[config.mk]
export PLATFORM = sky130hd
export DESIGN_NAME = i2c_magnetometer_read_sequencer_flat
export DESIGN_NICKNAME = d
export VERILOG_FILES = /design/src/rtl/core/imrs_pkg.sv /design/src/rtl/core/imrs_in_if.sv /design/src/rtl/core/imrs_out_if.sv /design/src/rtl/core/imrs_step.sv /design/src/rtl/core/i2c_magnetometer_read_sequencer.sv /design/src/flat_wrapper.sv
export SDC_FILE = /design/constraint.sdc
export NUM_CORES = 1
export LEC_CHECK = 0
export BUFFER_PORTS_ARGS = -buffer_cell sky130_fd_sc_hd__clkbuf_2
export CAP_MARGIN = 20
export CORE_ASPECT_RATIO = 0.6
export CORE_MARGIN = 2
export CORE_UTILIZATION = 35
export CTS_CLUSTER_SIZE = 24
export DETAILED_ROUTE_END_ITERATION = 7
export SYNTH_ARGS = -nofsm -noshare
export SYNTH_HDL_FRONTEND = slang
export SYNTH_HIERARCHICAL = 1
export SYNTH_SLANG_ARGS = --single-unit
[constraint.sdc]
create_clock -name clk -period 7.9 [get_ports clk]
set_input_delay 1.185 -clock clk [delete_from_list [all_inputs] [get_ports clk]]
set_output_delay 1.185 -clock clk [all_outputs]
set_load 0.03 [all_outputs]
[src/rtl/core/imrs_pkg.sv]
package imrs_pkg;

  typedef enum logic [1:0] {
    ACT_TRIGGER = 2'd0,
    ACT_EVENT   = 2'd1,
    ACT_TAKE    = 2'd2
  } action_t;

  typedef enum logic [2:0] {
    CMD_NONE    = 3'd0,
    CMD_START   = 3'd1,
    CMD_SEND    = 3'd2,
    CMD_RESTART = 3'd3,
    CMD_RECEIVE = 3'd4,
    CMD_ACK     = 3'd5,
    CMD_NACK    = 3'd6,
    CMD_RELEASE = 3'd7
  } cmd_t;

  typedef enum logic [2:0] {
    PH_ADDR_WR = 3'd0,
    PH_REG     = 3'd1,
    PH_RESTART = 3'd2,
    PH_ADDR_RD = 3'd3,
    PH_RX_OPEN = 3'd4,
    PH_RX_BYTE = 3'd5,
    PH_RX_NEXT = 3'd6,
    PH_DONE    = 3'd7
  } phase_t;

  localparam logic [7:0] ADDR_WR_MASK    = 8'hFE;
  localparam logic [7:0] ADDR_RD_BIT     = 8'h01;
  localparam logic [7:0] DATA_REG        = 8'h03;
  localparam logic [2:0] BURST_LEN       = 3'd6;
  localparam logic [7:0] DEV_ADDR_RESET  = 8'd60;
  localparam logic       REG_DEV_ADDR    = 1'b0;

  typedef struct packed {
    logic [1:0] action;
    logic       bus_granted;
    logic       nack;
    logic       bus_collision;
    logic       write_collision;
    logic       read_overflow;
    logic [7:0] rx_byte;
  } in_word_t;

  typedef struct packed {
    cmd_t               command;
    logic [7:0]         tx_byte;
    logic               active;
    logic               sample_done;
    logic signed [15:0] last_x;
    logic signed [15:0] last_y;
    logic signed [15:0] last_z;
    logic signed [31:0] sum_x;
    logic signed [31:0] sum_y;
    logic signed [31:0] sum_z;
    logic [15:0]        sample_count;
    logic [15:0]        ready_count;
  } out_word_t;

  typedef struct packed {
    phase_t             phase;
    logic               session_on;
    logic [2:0]         byte_index;
    logic signed [15:0] last_x;
    logic signed [15:0] last_y;
    logic signed [15:0] last_z;
    logic signed [31:0] sum_x;
    logic signed [31:0] sum_y;
    logic signed [31:0] sum_z;
    logic [15:0]        total_count;
    logic [15:0]        ready_tally;
  } seq_state_t;

endpackage

[src/rtl/core/imrs_in_if.sv]
interface imrs_in_if;
  logic       valid;
  logic       ready;
  logic [1:0] action;
  logic       bus_granted;
  logic       nack;
  logic       bus_collision;
  logic       write_collision;
  logic       read_overflow;
  logic [7:0] rx_byte;

  modport source (
    output valid, action, bus_granted, nack, bus_collision, write_collision,
           read_overflow, rx_byte,
    input  ready
  );

  modport sink (
    input  valid, action, bus_granted, nack, bus_collision, write_collision,
           read_overflow, rx_byte,
    output ready
  );
endinterface

[src/rtl/core/imrs_out_if.sv]
interface imrs_out_if;
  logic               valid;
  logic               ready;
  logic [2:0]         command;
  logic [7:0]         tx_byte;
  logic               active;
  logic               sample_done;
  logic signed [15:0] last_x;
  logic signed [15:0] last_y;
  logic signed [15:0] last_z;
  logic signed [31:0] sum_x;
  logic signed [31:0] sum_y;
  logic signed [31:0] sum_z;
  logic [15:0]        sample_count;
  logic [15:0]        ready_count;

  modport source (
    output valid, command, tx_byte, active, sample_done, last_x, last_y, last_z,
           sum_x, sum_y, sum_z, sample_count, ready_count,
    input  ready
  );

  modport sink (
    input  valid, command, tx_byte, active, sample_done, last_x, last_y, last_z,
           sum_x, sum_y, sum_z, sample_count, ready_count,
    output ready
  );
endinterface

[src/rtl/core/imrs_step.sv]
module imrs_step import imrs_pkg::*; (
  input  seq_state_t st,
  input  in_word_t   w,
  input  logic [7:0] dev_addr,
  input  logic [7:0] store [6],
  output seq_state_t st_next,
  output logic       store_we,
  output logic [2:0] store_idx,
  output out_word_t  res
);

  logic               err;
  logic [2:0]         idx_inc;
  logic signed [15:0] new_x;
  logic signed [15:0] new_y;
  logic signed [15:0] new_z;
  logic signed [31:0] ext_x;
  logic signed [31:0] ext_y;
  logic signed [31:0] ext_z;
  logic               fresh;

  assign err     = w.nack | w.bus_collision | w.write_collision | w.read_overflow;
  assign idx_inc = st.byte_index + 3'd1;

  // X and Z come off the bus negated; wrap at 16 bits
  assign new_x = 16'(16'd0 - {store[0], store[1]});
  assign new_z = 16'(16'd0 - {store[2], store[3]});
  assign new_y = {store[4], store[5]};
  assign ext_x = 32'(new_x);
  assign ext_y = 32'(new_y);
  assign ext_z = 32'(new_z);
  assign fresh = (st.ready_tally == 16'd0);

  assign store_idx = st.byte_index;

  always_comb begin
    st_next         = st;
    store_we        = 1'b0;
    res             = '0;
    res.command     = CMD_NONE;
    res.tx_byte     = 8'd0;
    res.sample_done = 1'b0;

    case (action_t'(w.action))
      ACT_TRIGGER: begin
        if (!st.session_on && w.bus_granted) begin
          st_next.session_on = 1'b1;
          st_next.phase      = PH_ADDR_WR;
          res.command        = CMD_START;
        end
      end
      ACT_EVENT: begin
        if (st.session_on) begin
          if (err) begin
            st_next.session_on = 1'b0;
            res.command        = CMD_RELEASE;
          end else begin
            case (st.phase)
              PH_ADDR_WR: begin
                res.command   = CMD_SEND;
                res.tx_byte   = dev_addr & ADDR_WR_MASK;
                st_next.phase = PH_REG;
              end
              PH_REG: begin
                res.command   = CMD_SEND;
                res.tx_byte   = DATA_REG;
                st_next.phase = PH_RESTART;
              end
              PH_RESTART: begin
                res.command   = CMD_RESTART;
                st_next.phase = PH_ADDR_RD;
              end
              PH_ADDR_RD: begin
                res.command   = CMD_SEND;
                res.tx_byte   = dev_addr | ADDR_RD_BIT;
                st_next.phase = PH_RX_OPEN;
              end
              PH_RX_OPEN: begin
                res.command        = CMD_RECEIVE;
                st_next.byte_index = 3'd0;
                st_next.phase      = PH_RX_BYTE;
              end
              PH_RX_BYTE: begin
                store_we           = (st.byte_index < BURST_LEN);
                st_next.byte_index = idx_inc;
                if (idx_inc < BURST_LEN) begin
                  res.command   = CMD_ACK;
                  st_next.phase = PH_RX_NEXT;
                end else begin
                  res.command   = CMD_NACK;
                  st_next.phase = PH_DONE;
                end
              end
              PH_RX_NEXT: begin
                res.command   = CMD_RECEIVE;
                st_next.phase = PH_RX_BYTE;
              end
              PH_DONE: begin
                st_next.session_on  = 1'b0;
                res.command         = CMD_RELEASE;
                res.sample_done     = 1'b1;
                st_next.last_x      = new_x;
                st_next.last_y      = new_y;
                st_next.last_z      = new_z;
                st_next.sum_x       = fresh ? ext_x : st.sum_x + ext_x;
                st_next.sum_y       = fresh ? ext_y : st.sum_y + ext_y;
                st_next.sum_z       = fresh ? ext_z : st.sum_z + ext_z;
                st_next.total_count = st.total_count + 16'd1;
                st_next.ready_tally = st.ready_tally + 16'd1;
              end
              default: begin
                res.command = CMD_NONE;
              end
            endcase
          end
        end
      end
      default: begin
        res.command = CMD_NONE;
      end
    endcase

    res.active       = st_next.session_on;
    res.last_x       = st_next.last_x;
    res.last_y       = st_next.last_y;
    res.last_z       = st_next.last_z;
    res.sum_x        = st_next.sum_x;
    res.sum_y        = st_next.sum_y;
    res.sum_z        = st_next.sum_z;
    res.sample_count = st_next.total_count;
    // report the tally before a take drops it
    res.ready_count  = st_next.ready_tally;
    if (action_t'(w.action) == ACT_TAKE) begin
      st_next.ready_tally = 16'd0;
    end
  end

endmodule

[src/rtl/core/i2c_magnetometer_read_sequencer.sv]
// channel   | dir | handshake     | word
// ----------+-----+---------------+-------------------------------------------
// in_ch     | in  | valid/ready   | action, bus flags, rx_byte
// out_ch    | out | valid/ready   | command, tx_byte, status, axes, sums, counts
// apb       | in  | psel/penable  | device_address at byte 0
//
// Each word passes an input register, the combinational step logic, then the
// result register; one word per cycle sustained while out_ch.ready holds.
// Sequencer state updates as a word moves into the result register.
// A stalled result holds both registers; in_ch.ready drops only when both
// are full. Synchronous reset clears state, counters and both valid flags.
module i2c_magnetometer_read_sequencer import imrs_pkg::*; (
  input  logic        clk,
  input  logic        rst,
  imrs_in_if.sink     in_ch,
  imrs_out_if.source  out_ch,
  input  logic        psel,
  input  logic        penable,
  input  logic        pwrite,
  input  logic [2:0]  paddr,
  input  logic [31:0] pwdata,
  output logic [31:0] prdata,
  output logic        pready
);

  logic       s1_valid;
  in_word_t   s1_word;
  logic       out_valid;
  out_word_t  out_word;
  logic       out_stall;
  logic       s1_advance;
  seq_state_t st;
  seq_state_t st_next;
  logic [7:0] store [6];
  logic       store_we;
  logic [2:0] store_idx;
  out_word_t  res;
  logic [7:0] dev_addr;
  logic       cfg_write;

  assign out_stall   = out_valid && !out_ch.ready;
  assign s1_advance  = s1_valid && !out_stall;
  assign in_ch.ready = !s1_valid || !out_stall;

  always_ff @(posedge clk) begin
    if (rst) begin
      s1_valid <= 1'b0;
    end else if (in_ch.ready) begin
      s1_valid <= in_ch.valid;
    end
  end

  always_ff @(posedge clk) begin
    if (in_ch.ready && in_ch.valid) begin
      s1_word.action          <= in_ch.action;
      s1_word.bus_granted     <= in_ch.bus_granted;
      s1_word.nack            <= in_ch.nack;
      s1_word.bus_collision   <= in_ch.bus_collision;
      s1_word.write_collision <= in_ch.write_collision;
      s1_word.read_overflow   <= in_ch.read_overflow;
      s1_word.rx_byte         <= in_ch.rx_byte;
    end
  end

  imrs_step u_step (
    .st        (st),
    .w         (s1_word),
    .dev_addr  (dev_addr),
    .store     (store),
    .st_next   (st_next),
    .store_we  (store_we),
    .store_idx (store_idx),
    .res       (res)
  );

  always_ff @(posedge clk) begin
    if (rst) begin
      st.phase       <= PH_ADDR_WR;
      st.session_on  <= 1'b0;
      st.byte_index  <= 3'd0;
      st.last_x      <= '0;
      st.last_y      <= '0;
      st.last_z      <= '0;
      st.sum_x       <= '0;
      st.sum_y       <= '0;
      st.sum_z       <= '0;
      st.total_count <= 16'd0;
      st.ready_tally <= 16'd0;
    end else if (s1_advance) begin
      st <= st_next;
    end
  end

  always_ff @(posedge clk) begin
    if (s1_advance && store_we) begin
      store[store_idx] <= s1_word.rx_byte;
    end
  end

  always_ff @(posedge clk) begin
    if (rst) begin
      out_valid <= 1'b0;
    end else if (!out_stall) begin
      out_valid <= s1_valid;
    end
  end

  always_ff @(posedge clk) begin
    if (s1_advance) begin
      out_word <= res;
    end
  end

  assign out_ch.valid        = out_valid;
  assign out_ch.command      = out_word.command;
  assign out_ch.tx_byte      = out_word.tx_byte;
  assign out_ch.active       = out_word.active;
  assign out_ch.sample_done  = out_word.sample_done;
  assign out_ch.last_x       = out_word.last_x;
  assign out_ch.last_y       = out_word.last_y;
  assign out_ch.last_z       = out_word.last_z;
  assign out_ch.sum_x        = out_word.sum_x;
  assign out_ch.sum_y        = out_word.sum_y;
  assign out_ch.sum_z        = out_word.sum_z;
  assign out_ch.sample_count = out_word.sample_count;
  assign out_ch.ready_count  = out_word.ready_count;

  // register file: one word-aligned register
  assign cfg_write = psel && penable && pwrite && pready && (paddr[2] == REG_DEV_ADDR);
  assign pready    = 1'b1;
  assign prdata    = (paddr[2] == REG_DEV_ADDR) ? {24'd0, dev_addr} : 32'd0;

  always_ff @(posedge clk) begin
    if (rst) begin
      dev_addr <= DEV_ADDR_RESET;
    end else if (cfg_write) begin
      dev_addr <= pwdata[7:0];
    end
  end

  a_done_releases: assert property (@(posedge clk) disable iff (rst)
    (out_valid && out_word.sample_done) |-> (out_word.command == CMD_RELEASE)
      && !out_word.active)
    else $error("sample completed without bus release");

  a_stall_holds_s1: assert property (@(posedge clk) disable iff (rst)
    (s1_valid && out_stall) |=> s1_valid && $stable(s1_word) && $stable(st))
    else $error("input register or state moved during output stall");

  a_count_step: assert property (@(posedge clk) disable iff (rst)
    (s1_advance && res.sample_done) |=> st.total_count == $past(st.total_count) + 16'd1)
    else $error("sample count did not advance on completed sample");

  a_tx_only_send: assert property (@(posedge clk) disable iff (rst)
    (out_valid && out_word.command != CMD_SEND) |-> out_word.tx_byte == 8'd0)
    else $error("tx_byte nonzero outside send");

  a_idle_phase: assert property (@(posedge clk) disable iff (rst)
    (s1_advance && !st.session_on && res.command != CMD_START)
      |-> res.command == CMD_NONE || res.command == CMD_RELEASE)
    else $error("bus command issued outside a session");

endmodule

[src/flat_wrapper.sv]
// flat-port wrapper written by rule: the top's interface ports become plain ports
module i2c_magnetometer_read_sequencer_flat import imrs_pkg::*;
  (clk, rst, psel, penable, pwrite, paddr, pwdata, prdata, pready, in_ch_valid, in_ch_action, in_ch_bus_granted, in_ch_nack, in_ch_bus_collision, in_ch_write_collision, in_ch_read_overflow, in_ch_rx_byte, in_ch_ready, out_ch_valid, out_ch_command, out_ch_tx_byte, out_ch_active, out_ch_sample_done, out_ch_last_x, out_ch_last_y, out_ch_last_z, out_ch_sum_x, out_ch_sum_y, out_ch_sum_z, out_ch_sample_count, out_ch_ready_count, out_ch_ready);
  imrs_in_if in_ch_i ();
  imrs_out_if out_ch_i ();
  input  logic clk;
  input  logic rst;
  input  logic psel;
  input  logic penable;
  input  logic pwrite;
  input  logic [2:0] paddr;
  input  logic [31:0] pwdata;
  output logic [31:0] prdata;
  output logic pready;
  input wire logic [$bits(in_ch_i.valid)-1:0] in_ch_valid;
  input wire logic [$bits(in_ch_i.action)-1:0] in_ch_action;
  input wire logic [$bits(in_ch_i.bus_granted)-1:0] in_ch_bus_granted;
  input wire logic [$bits(in_ch_i.nack)-1:0] in_ch_nack;
  input wire logic [$bits(in_ch_i.bus_collision)-1:0] in_ch_bus_collision;
  input wire logic [$bits(in_ch_i.write_collision)-1:0] in_ch_write_collision;
  input wire logic [$bits(in_ch_i.read_overflow)-1:0] in_ch_read_overflow;
  input wire logic [$bits(in_ch_i.rx_byte)-1:0] in_ch_rx_byte;
  output wire logic [$bits(in_ch_i.ready)-1:0] in_ch_ready;
  output wire logic [$bits(out_ch_i.valid)-1:0] out_ch_valid;
  output wire logic [$bits(out_ch_i.command)-1:0] out_ch_command;
  output wire logic [$bits(out_ch_i.tx_byte)-1:0] out_ch_tx_byte;
  output wire logic [$bits(out_ch_i.active)-1:0] out_ch_active;
  output wire logic [$bits(out_ch_i.sample_done)-1:0] out_ch_sample_done;
  output wire logic [$bits(out_ch_i.last_x)-1:0] out_ch_last_x;
  output wire logic [$bits(out_ch_i.last_y)-1:0] out_ch_last_y;
  output wire logic [$bits(out_ch_i.last_z)-1:0] out_ch_last_z;
  output wire logic [$bits(out_ch_i.sum_x)-1:0] out_ch_sum_x;
  output wire logic [$bits(out_ch_i.sum_y)-1:0] out_ch_sum_y;
  output wire logic [$bits(out_ch_i.sum_z)-1:0] out_ch_sum_z;
  output wire logic [$bits(out_ch_i.sample_count)-1:0] out_ch_sample_count;
  output wire logic [$bits(out_ch_i.ready_count)-1:0] out_ch_ready_count;
  input wire logic [$bits(out_ch_i.ready)-1:0] out_ch_ready;
  assign in_ch_i.valid = in_ch_valid;
  assign in_ch_i.action = in_ch_action;
  assign in_ch_i.bus_granted = in_ch_bus_granted;
  assign in_ch_i.nack = in_ch_nack;
  assign in_ch_i.bus_collision = in_ch_bus_collision;
  assign in_ch_i.write_collision = in_ch_write_collision;
  assign in_ch_i.read_overflow = in_ch_read_overflow;
  assign in_ch_i.rx_byte = in_ch_rx_byte;
  assign in_ch_ready = in_ch_i.ready;
  assign out_ch_valid = out_ch_i.valid;
  assign out_ch_command = out_ch_i.command;
  assign out_ch_tx_byte = out_ch_i.tx_byte;
  assign out_ch_active = out_ch_i.active;
  assign out_ch_sample_done = out_ch_i.sample_done;
  assign out_ch_last_x = out_ch_i.last_x;
  assign out_ch_last_y = out_ch_i.last_y;
  assign out_ch_last_z = out_ch_i.last_z;
  assign out_ch_sum_x = out_ch_i.sum_x;
  assign out_ch_sum_y = out_ch_i.sum_y;
  assign out_ch_sum_z = out_ch_i.sum_z;
  assign out_ch_sample_count = out_ch_i.sample_count;
  assign out_ch_ready_count = out_ch_i.ready_count;
  assign out_ch_i.ready = out_ch_ready;
  i2c_magnetometer_read_sequencer u_core (.clk(clk), .rst(rst), .in_ch(in_ch_i), .out_ch(out_ch_i), .psel(psel), .penable(penable), .pwrite(pwrite), .paddr(paddr), .pwdata(pwdata), .prdata(prdata), .pready(pready));
endmodule
* Yosys cells after proc, flatten, opt, wreduce, memory -nomap -nowiden
Index checks and enable logic that the tools add are counted. Widths: inputs -> output; s select.
Word-level totals: register bits after elaboration 445, bits of input ports 57, output and inout bits 224, logic and storage cells 129
Operators by class: add/sub/neg operators 8, $lt $le $gt $ge 4, equal/unequal tests 13, muxes and demuxes 33, bitwise operators 8, reductions and logical operators 24
Operator list (number):
- $mux 176 | 2
- $mux 183 | 1
- $mux 179 | 1
- $add 32x16->32 | 3
- $mux 32 | 3
- $bwmux 48 | 1
- $add 16x1->16 const B | 2
- $sub 1x16->16 const A | 2
- $demux 8 s3 | 1
- $mux 8 | 3
- $pmux 8 s3 | 1
- $pmux 3 s6 | 1
- $logic_not 16->1 | 1
- $mux 16 | 1
- $pmux 3 s5 | 1
- $eq 3x3->1 const B | 4
- $pmux 3 s2 | 2
- $mux 11 | 1
- $logic_and 1x1->1 | 9
- $mux 1 | 9
- $pmux 4 s2 | 1
- $ne 7x2->1 const B | 1
- $eq 3x2->1 const B | 2
- $lt 3x3->1 const B | 2
- 23 further kinds | 35

* Longest topological paths before layout
Gate-level depths: netlist of run 1.
depth after elaboration 8, gate-level depth with buffers 21

* By module
Netlist of run 1, hierarchy kept.
Modules (own cells, without submodules):
- i2c_magnetometer_read_sequencer | times used 1, cells each 1174, area an instance 15235.9 sq um
- imrs_step | times used 1, cells each 1610, area an instance 10059.6 sq um

* Least setup slack after synthesis of run 1
No wires, ideal clock.
path kind input -> register, start point in out_ch_ready, end point reg u_core.out_word, in the netlist u_core/out_ch.active, enable pin, arrival time 5.185 ns, required time 7.360 ns, slack 2.175 ns, cell stages on the path 4, buffers on the path 1, path through nand2b_1 > buf_2 > nand2_1 > inv_1
Between the ends: cells in the longest elaborated chain, start to end 4
RTL lines:
- start, declared | line flat_wrapper.sv:37 | input wire logic [$bits(out_ch_i.ready)-1:0] out_ch_ready;
- $logic_not 1->1 | line i2c_magnetometer_read_sequencer.sv:41 | assign out_stall = out_valid && !out_ch.ready;
- $logic_and 1x1->1 | line i2c_magnetometer_read_sequencer.sv:41
- $logic_not 1->1 | line i2c_magnetometer_read_sequencer.sv:42 | assign s1_advance = s1_valid && !out_stall;
- $logic_and 1x1->1 | line i2c_magnetometer_read_sequencer.sv:42
- net u_core.s1_advance | line i2c_magnetometer_read_sequencer.sv:31 | logic s1_advance;
- end signal, assigned | line i2c_magnetometer_read_sequencer.sv:110 | out_word <= res;
- end, declared | line i2c_magnetometer_read_sequencer.sv:29 | out_word_t out_word;
The timed path passes the listed nets, and every way through them passes these cells. A chain may end at the register's enable or synchronous reset.

==> results.txt, run 1 <==
The number of antenna violations at the first check in global routing was 0; the measured slew at the worst slew-check pin was 0.987 ns. The run gives 10.2 nW as the leakage power figure. Routability-driven placement finished with a final weighted congestion of 0.887. Share of synthesized area spent on multiplexers: 0.554%. Once the floorplan was initialized, standard cells occupied 35.3% of the core.

The basic-gate share of the synthesized area counting and, or, nand and nor cells was 15.3%; the count of standard-cell rows was 76. The synthesized netlist devotes 4.30% of its cell area to XOR and XNOR gates. Dividing total power by cell area gives a power density of 189 nW/µm².

For the number of hold violations in the final report, the log shows 0. The H-tree generated during clock tree synthesis spans 2 levels. Counting every sink on the clock net gives 445. STA classifies the critical path endpoint as a flop.

The signal on the critical path passes through or4_4 -> or3_4 -> or4_1 -> or3_4 -> xnor2_4 -> inv_2 -> ha_1 -> a21o_1 -> a21o_1 -> a21oi_1 -> nor3_1 -> or4_1 -> a221oi_1 -> xnor2_1 -> nand2_1 -> a21oi_1 -> nand3_1 -> a21oi_1. The share of cells above drive strength 1 works out to 13.0%. The synthesized netlist devotes 19.5% of its cell area to compound gates. The routed wire length per instance was 18.9 µm.

The first global-routing pass estimated 108000 µm of wire. The logs give 17900 for the via count of the first global-routing pass and 0.60 ns for the clock latency on the worst-skew pair. Internal power comes to 3.90 mW. Of the total power, the share spent switching nets is 24.5%.

In this run, synthesis produced a sequential element count of 445. Among all flip-flop cells after synthesis, the most frequent one is sky130_fd_sc_hd__edfxtp_1. The master cell of the clock root buffer is sky130_fd_sc_hd__clkbuf_16.

Yosys printed 6 warnings. Across the routed clock network, the largest skew measured is 0.0233 ns. The maximum fanout along the worst path was 18. For this run, the slowest stage of the critical path takes 0.57 ns.

The top cell types in the final layout, fill and taps aside, are 328 x sky130_fd_sc_hd__a21oi_1, 289 x sky130_fd_sc_hd__nand2_1, 252 x sky130_fd_sc_hd__edfxtp_1. The worst slew margin relative to its limit was 33.9%; the share of synthesized cell area in full adder, half adder and majority cells was 5.43%. The library cell used most frequently in the layout, excluding fill and tap cells, is sky130_fd_sc_hd__a21oi_1. The final route contains 19900 vias. The run gives 6.26 ns as the data arrival time of the critical path. The first-pass iteration count of the detailed router is 6. Sequential cells burn 48.9% of the power. After detailed placement, the total cell area comes to 25700 µm². The TritonCTS buffer count came out at 46. The logs give 0 for the total of max-cap violations and 45.2% for the sequential cell area fraction in the yosys report. 0 antenna diodes ended up in the layout.

The core region is 71600 µm². The total track usage was 18.5%. In this run, the clock network consumes 45.3% of the power. The achievable frequency was 174 MHz. The number of enable-type register cells in the synthesized netlist came out at 252.

Counting flops with an async set or reset pin after synthesis yields a share of 0%. STA classifies the critical path startpoint as a flop. The run gives 2907 as the number of nets in the final layout.

For the post-synthesis cell count, the log shows 2784. The run gives 281 as the number of placed I/O pins. Post-CTS timing repair inserted 0 buffers for setup. In this run, the number of DRC markers left after iteration 0 of detailed routing was 1853. The synthesized design devotes to its leading area cell type 29.9% of total area.

The run finished with clean final reports. The maximum number of pins on one net before global-route repair is 186. The count of nets left with antenna violations once routing finished came out at 0. Combinational family with the most area after synthesis: compound AO/OA/AOI/OAI gates. The synthesized netlist occupies a cell area of 25300 µm².

TritonCTS built the clock tree. The startpoint-to-endpoint class of the critical path was reg -> reg. For this design, the slowest cell found on the critical path is sky130_fd_sc_hd__or4_4.

Across all hold checks on the routed design, the worst slack comes to 0.476 ns. The logs give 0 for the total count of max-transition violations in the final report and 7199 for the number of filler cells placed in the layout. The total overflow left after global routing is 0.

The cell that appears most often on the critical path is sky130_fd_sc_hd__a21oi_1. The dominant cell type by area after synthesis is sky130_fd_sc_hd__edfxtp_1. The count of buffers added on input and output ports is 229. In this run the vertical extent of the chip is 212 µm. After detailed routing, the number of vias per cell comes to 5.31. For this run, design rule violations remaining after detail routing come to 0. Clock-pin slew was measured on the worst setup and hold paths at 0.07 ns.

Setup violations remaining at the end of the flow were counted as 0. Of the available clock period, the critical path in the final layout requires 72.9%. Overall die area: 74500 µm². Fraction of power consumed by combinational cells: 5.8%.

For this run, the share of the core covered by cells in the final layout is 38.2%. After synthesis, the cell types taking the most area are sky130_fd_sc_hd__edfxtp_1 30%, sky130_fd_sc_hd__dfxtp_1 15%, sky130_fd_sc_hd__a21oi_1 6.5%, sky130_fd_sc_hd__buf_4 5.8%, sky130_fd_sc_hd__ha_1 5.2%. The synthesized netlist contains 81 unique library cells. The count of buffer and inverter cells on the critical path was 1; the layout overhead on the synthesized area was 8.04%.

In this run the deepest clock path goes through 3 buffers. The analysis attributes to net switching a power of 1.27 mW. Grouping stages by cell kind, the critical path spends the most delay in simple AND/OR/NAND/NOR gates. Setup repair after global routing left no endpoint under its margin. The smallest clock period supported by the final layout is computed as 5.76 ns. Once layout is done, the placed cells without fillers occupy 27300 µm². The path class of the tightest hold or removal check is reg -> reg.

The average instance in the mapped netlist occupies 9.09 µm². The tools report the HPWL after detailed placement as 45500 µm. For this block, the routed nets add up to 70900 µm of wire. The die boundary width came out at 351 µm. The worst-case IR drop observed on VDD is 131 µV. STA puts the critical path data required time at 8.41 ns.

The total negative slack for setup checks was 0 ns. Once the clock tree was built, the resizer swapped 0 gates to a different size. Hold repair after CTS inserted 0 buffers.
==> synth_stat cells (10+ instances only) <==
cell                       instances
sky130_fd_sc_hd__buf_1            13
sky130_fd_sc_hd__buf_4           195
sky130_fd_sc_hd__o211ai_1         19
sky130_fd_sc_hd__xor2_1           46
sky130_fd_sc_hd__a21oi_1         329
sky130_fd_sc_hd__o21bai_1         10
sky130_fd_sc_hd__dfxtp_1         193
sky130_fd_sc_hd__buf_6            15
sky130_fd_sc_hd__a31oi_1          32
sky130_fd_sc_hd__o21a_1           34
sky130_fd_sc_hd__nor2_1          133
sky130_fd_sc_hd__nor3_1           42
sky130_fd_sc_hd__nand2_1         289
sky130_fd_sc_hd__nor4_1           13
sky130_fd_sc_hd__nand4_1          11
sky130_fd_sc_hd__clkbuf_1         94
sky130_fd_sc_hd__nor2b_1          15
sky130_fd_sc_hd__nand3_1         212
sky130_fd_sc_hd__o21ai_0         228
sky130_fd_sc_hd__and3_1           21
sky130_fd_sc_hd__or3_1            12
sky130_fd_sc_hd__o21ai_1          77
sky130_fd_sc_hd__clkbuf_2         15
sky130_fd_sc_hd__mux2i_1          14
sky130_fd_sc_hd__edfxtp_1        252
sky130_fd_sc_hd__inv_1            41
sky130_fd_sc_hd__buf_2            32
sky130_fd_sc_hd__a211oi_1         18
sky130_fd_sc_hd__nand2b_1         17
sky130_fd_sc_hd__a21o_1           47
sky130_fd_sc_hd__and2_1           18
sky130_fd_sc_hd__ha_1            105
sky130_fd_sc_hd__xnor2_1          72
==> through the flow <==
step                worst slack [ns]  power (mW)  std cells
floorplan                       2.18        2.79       2807
global placement                2.33        2.88       3668
detailed placement              2.28        2.88       3668
CTS                             2.25        5.26       3753
global route                    1.91        5.36       3754
finish                          2.14        5.17       3754
==> area by class of cell <==
type                    instances  area, µm²  area share (%)
flip-flops and latches        445      11400            41.8
repair buffers                251       1340            4.90
inverters                      46        185           0.678
clock inverters                28        354            1.30
clock buffers                  57       1240            4.55
multi-input cells            1952      11600            42.3
well taps                     975       1220            4.46
==> per-layer routing <==
layer	wire length [µm]	GRT usage [%]
met5	0	0
met3	4280	2.76
met2	29900	26.7
met4	1340	4.44
met1	35400	28.5
==> worst min-delay path: cells and delay by family, from the launching register on <==
family	cells	cell delay, ns
AO/OA/AOI/OAI	2	0.12
flip-flops	1	0.30
==> state kept, by name, indices dropped and copies added, names as in the netlist, 3 cells and up <==
signal                      cells
u_core/st                     183
u_core/out_ch.last_y           16
u_core/out_ch.tx_byte           8
u_core/out_ch.last_x           16
u_core/out_ch.ready_count      16
u_core/out_ch.last_z           16
u_core/out_ch.command           3
u_core/out_ch.sum_x            32
u_core/out_ch.sample_count     16
u_core/store                   48
u_core/s1_word                 15
u_core/out_ch.sum_z            32
u_core/out_ch.sum_y            32
u_core/dev_addr                 8
==> final timing paths <==
kind                               startpoint                     endpoint  slack (ns)  cells past startpoint
hold reg to reg   u_core/st[164]$_SDFFE_PP0P_  u_core/st[164]$_SDFFE_PP0P_        0.48                      2
hold / removal    u_core/st[164]$_SDFFE_PP0P_  u_core/st[164]$_SDFFE_PP0P_        0.48                      2
setup / recovery   u_core/store[39]$_DFFE_PP_  u_core/st[123]$_SDFFE_PP0P_        2.14                     18
setup reg to reg   u_core/store[39]$_DFFE_PP_  u_core/st[123]$_SDFFE_PP0P_        2.14                     18
==> power by group through the flow <==
stage	Combinational [mW]	Sequential, mW	Clock (mW)
4_1_cts	0.305	2.53	2.43
3_5_place_dp	0.305	2.58	0
5_1_grt	0.319	2.53	2.51
3_3_place_gp	0.304	2.58	0
6_report	0.300	2.53	2.34
2_1_floorplan	0.118	2.67	0
==> cell families (layout without fill, tap and decap cells) <==
logic type / after synthesis / count (layout)
AO/OA/AOI/OAI: 864 / 864
AND/OR/NAND/NOR: 821 / 821
flip-flops: 445 / 445
buffers and inverters: 410 / 382
XOR/XNOR: 120 / 120
adder cells (fa/ha/maj): 108 / 108
multiplexers: 14 / 14
other: 2 / 25
(Power assumes the default switching activity.)
==> inputs of run 2 (changes only) <==
clock period = 5.4 ns   (was 7.9 ns; I/O delays follow)
==> run 2 against run 1 <==
Worst setup slack lost 1.8 ns. Routed wire length shrank 0.40%. Core utilization grew 0.16 points. Largest cell class unchanged. Clock-buffer cell count shrank 2. Final cell count grew 0.45%. Worst hold slack lost 0.094 ns. Sequential cell count is the same. Die area is the same. Register-to-register slack lost 1.8 ns. Sequential share of layout area shrank 0.17 points.
==> results.txt, run 2 (synthesized netlist as in run 1, its figures left out) <==
Registers with the most flip-flops: u_core/st x183, u_core/store x48 (unchanged). The first-pass GRT wire length is 108000 µm (about the same), and the achievable frequency is 196 MHz (was 174 MHz). The maximum fanout along the worst path works out to 14 (was 18). The number of hold violations in the final report was 0 (unchanged).

Antenna violation net count after detailed routing: 0 (unchanged). The commonest non-fill, non-tap cell in the layout was sky130_fd_sc_hd__a21oi_1 (unchanged). The initial cell density of the core came out at 35.3% (unchanged). Post-CTS clock slew at the launch and capture registers of the worst setup and hold paths: 0.07 ns (about the same).

For the via count, the log shows 20000 (was 19900). Layout overhead on the synthesized area: 8.48% (was 8.04%). Areal power density over the cells: 271 nW/µm² (was 189 nW/µm²). The overall die area was 74500 µm² (unchanged); the shortest period the worst path allows was 5.10 ns (was 5.76 ns). The number of DRC violations after detailed-routing iteration 0 is 2014 (was 1853), and the total of max-cap violations is 0 (unchanged). The run gives 46 (unchanged) as the TritonCTS buffer count.

The run gives 29800 µm (was 29900 µm) as the met2 layer wire length in the routed design. For the clock latency on the worst-skew pair, the log shows 0.60 ns (about the same). The global placement routability congestion is 0.881 (was 0.887), and the maximum clock insertion buffer count is 3 (unchanged). The total negative slack for setup checks was 0 ns (unchanged); the amount of wire on met3 after detailed routing was 3950 µm (was 4280 µm). The run gives 3684 (was 3668) as the number of placed cells counting well taps. The post-route fraction of the period consumed by the critical path came out at 94.5% (was 72.9%). The tools report the kind of capture point of the worst setup path as a flop (unchanged). The tools report the aggregate routed wire length as 70600 µm (was 70900 µm). Top library cells by usage in the layout, fill and taps aside: 327 x sky130_fd_sc_hd__a21oi_1, 289 x sky130_fd_sc_hd__nand2_1, 252 x sky130_fd_sc_hd__edfxtp_1 (was 328 x sky130_fd_sc_hd__a21oi_1, 289 x sky130_fd_sc_hd__nand2_1, 252 x sky130_fd_sc_hd__edfxtp_1). The routed metal-1 wirelength is 35800 µm (was 35400 µm). The utilization after layout was 38.3% (was 38.2%); the die boundary width was 351 µm (unchanged). The top routing layer in use was met4 (unchanged). The number of nets in the final layout came out at 2924 (was 2907). The measured slew at the worst slew-check pin is 1.26 ns (was 0.987 ns), and the HPWL after detailed placement is 45700 µm (was 45500 µm). The run gives 0 (unchanged) as the count of hold-fix buffers inserted at cts. The worst slew margin relative to its limit is 16.3% (was 33.9%). The logs give 0 (unchanged) for the number of antenna violations at the first check in global routing and 71600 µm² (unchanged) for the core outline area. The total count of max-transition violations in the final report is 0 (unchanged). Startpoint-to-endpoint class of the critical path: reg -> reg (unchanged). The number of sinks on the clock net is 445 (unchanged). The maximum number of pins on one net before global-route repair is 185 (was 186). The port buffer count works out to 229 (unchanged).

The overall die height was 212 µm (unchanged). The via-per-instance ratio was 5.32 (was 5.31). The logs give 10.3 nW (was 10.2 nW) for the leakage power figure and 0 (unchanged) for the post-route DRC violation count. Setup repair after global routing left no endpoint under its margin. TritonCTS built the clock tree.

For the worst setup skew after layout, the log shows 0.0172 ns (was 0.0233 ns). The master cell of the clock root buffer is sky130_fd_sc_hd__clkbuf_16 (unchanged). Final number of setup-violating endpoints: 0 (unchanged). Register name with the most flops: u_core/st (unchanged).

Diode insertion count for antenna repair: 0 (unchanged). The via count of the first global-routing pass was 17900 (about the same); the count of standard-cell rows was 76 (unchanged). The type of the most critical hold path is in -> reg (was reg -> reg). The number of standard cells in the final layout excluding fillers was 3771 (was 3754); the endpoint required time on the critical path was 5.93 ns (was 8.41 ns).

The first-pass iteration count of the detailed router was 5 (was 6). The number of flip-flops in the largest register is 183 (unchanged), and the number of placed I/O pins is 281 (unchanged). The routed wire length per instance is 18.7 µm (was 18.9 µm), and the total global routing overflow is 0 (unchanged). The number of levels in the clock H-tree came out at 2 (unchanged). The total track usage was 18.4% (was 18.5%). The sort of element at the start of the critical path was a flop (unchanged).

The share of cells above drive strength 1 was 13.6% (was 13.0%). The run finished with clean final reports. The run gives 210 µV (was 131 µV) as the maximum vdd drop. The data arrival time of the critical path was 5.63 ns (was 6.26 ns).
==> run 2: cell types whose count changed in the layout (fill, tap and decap cells not counted), moves of 2 or more <==
cell and change:
sky130_fd_sc_hd__buf_4 +13, sky130_fd_sc_hd__clkinv_2 +6, sky130_fd_sc_hd__buf_12 +4, sky130_fd_sc_hd__clkbuf_8 -4, sky130_fd_sc_hd__bufinv_16 -2, sky130_fd_sc_hd__clkinv_4 -2
==> run 2: cell type report <==
class / instances / area [µm²]
Fill cell: 7280 / 44200
Sequential cell: 445 / 11400
Tap cell: 975 / 1220
Multi-Input combinational cell: 1952 / 11600
Clock inverter: 30 / 304
Inverter: 46 / 185
Clock buffer: 55 / 1220
Timing Repair Buffer: 268 / 1520
==> run 2: repair_timing <==
action                     in CTS  in global routing
setup endpoints to repair       0                  4
buffers inserted                0                  2
gates resized for setup         0                  5
==> run 2: worst max-delay path, stage by stage, from the launching register on <==
cell and delay, ns:
sky130_fd_sc_hd__edfxtp_1 0.42, sky130_fd_sc_hd__or4_4 0.56, sky130_fd_sc_hd__or3_4 0.36, sky130_fd_sc_hd__or4_1 0.43
sky130_fd_sc_hd__or3_4 0.38, sky130_fd_sc_hd__xnor2_4 0.18, sky130_fd_sc_hd__inv_2 0.09, sky130_fd_sc_hd__buf_4 0.21
sky130_fd_sc_hd__ha_1 0.31, sky130_fd_sc_hd__a21o_1 0.17, sky130_fd_sc_hd__a21o_1 0.18, sky130_fd_sc_hd__a21oi_1 0.14
sky130_fd_sc_hd__nor2_1 0.05, sky130_fd_sc_hd__or4_4 0.43, sky130_fd_sc_hd__a221o_1 0.38, sky130_fd_sc_hd__nand4_1 0.10
sky130_fd_sc_hd__a31oi_1 0.09, sky130_fd_sc_hd__a311oi_1 0.27, sky130_fd_sc_hd__nand3_1 0.12, sky130_fd_sc_hd__a21oi_1 0.16
==> run 2: metal layers <==
metal,vias up,track usage [%]
met5,-,0
met1,9657,28.6
met2,550,26.9
li1,9781,-
met4,0,3.64
met3,57,2.58
==> run 2: through the flow <==
stage	setup slack [ns]	hold slack [ns]	instance area [µm²]	power, mW
after global placement	0.201	0.461	25900	4.22
after detailed placement	0.146	0.467	25900	4.22
after global routing	0.0107	0.354	27400	7.69
after CTS	0.134	0.337	27400	7.55
final	0.298	0.381	27400	7.43
after floorplan	0.0503	0.453	25400	4.08
==> run 2: final timing paths <==
path / cells past startpoint / start / to / slack (ns)
max: 19 / u_core/store[39]$_DFFE_PP_ / u_core/st[127]$_SDFFE_PP0P_ / 0.30
min: 1 / in_ch_bus_collision / u_core/s1_word[10]$_DFFE_PP_ / 0.38
max reg2reg: 19 / u_core/store[39]$_DFFE_PP_ / u_core/st[127]$_SDFFE_PP0P_ / 0.30
min reg2reg: 2 / u_core/st[168]$_SDFFE_PP0P_ / u_core/st[168]$_SDFFE_PP0P_ / 0.47
==> run 2: report_power, final <==
group	leakage (nW)	switching, mW	internal, mW
Sequential	3.80	0.0519	3.65
Combinational	5.76	0.363	0.0711
Clock	0.747	1.44	1.86
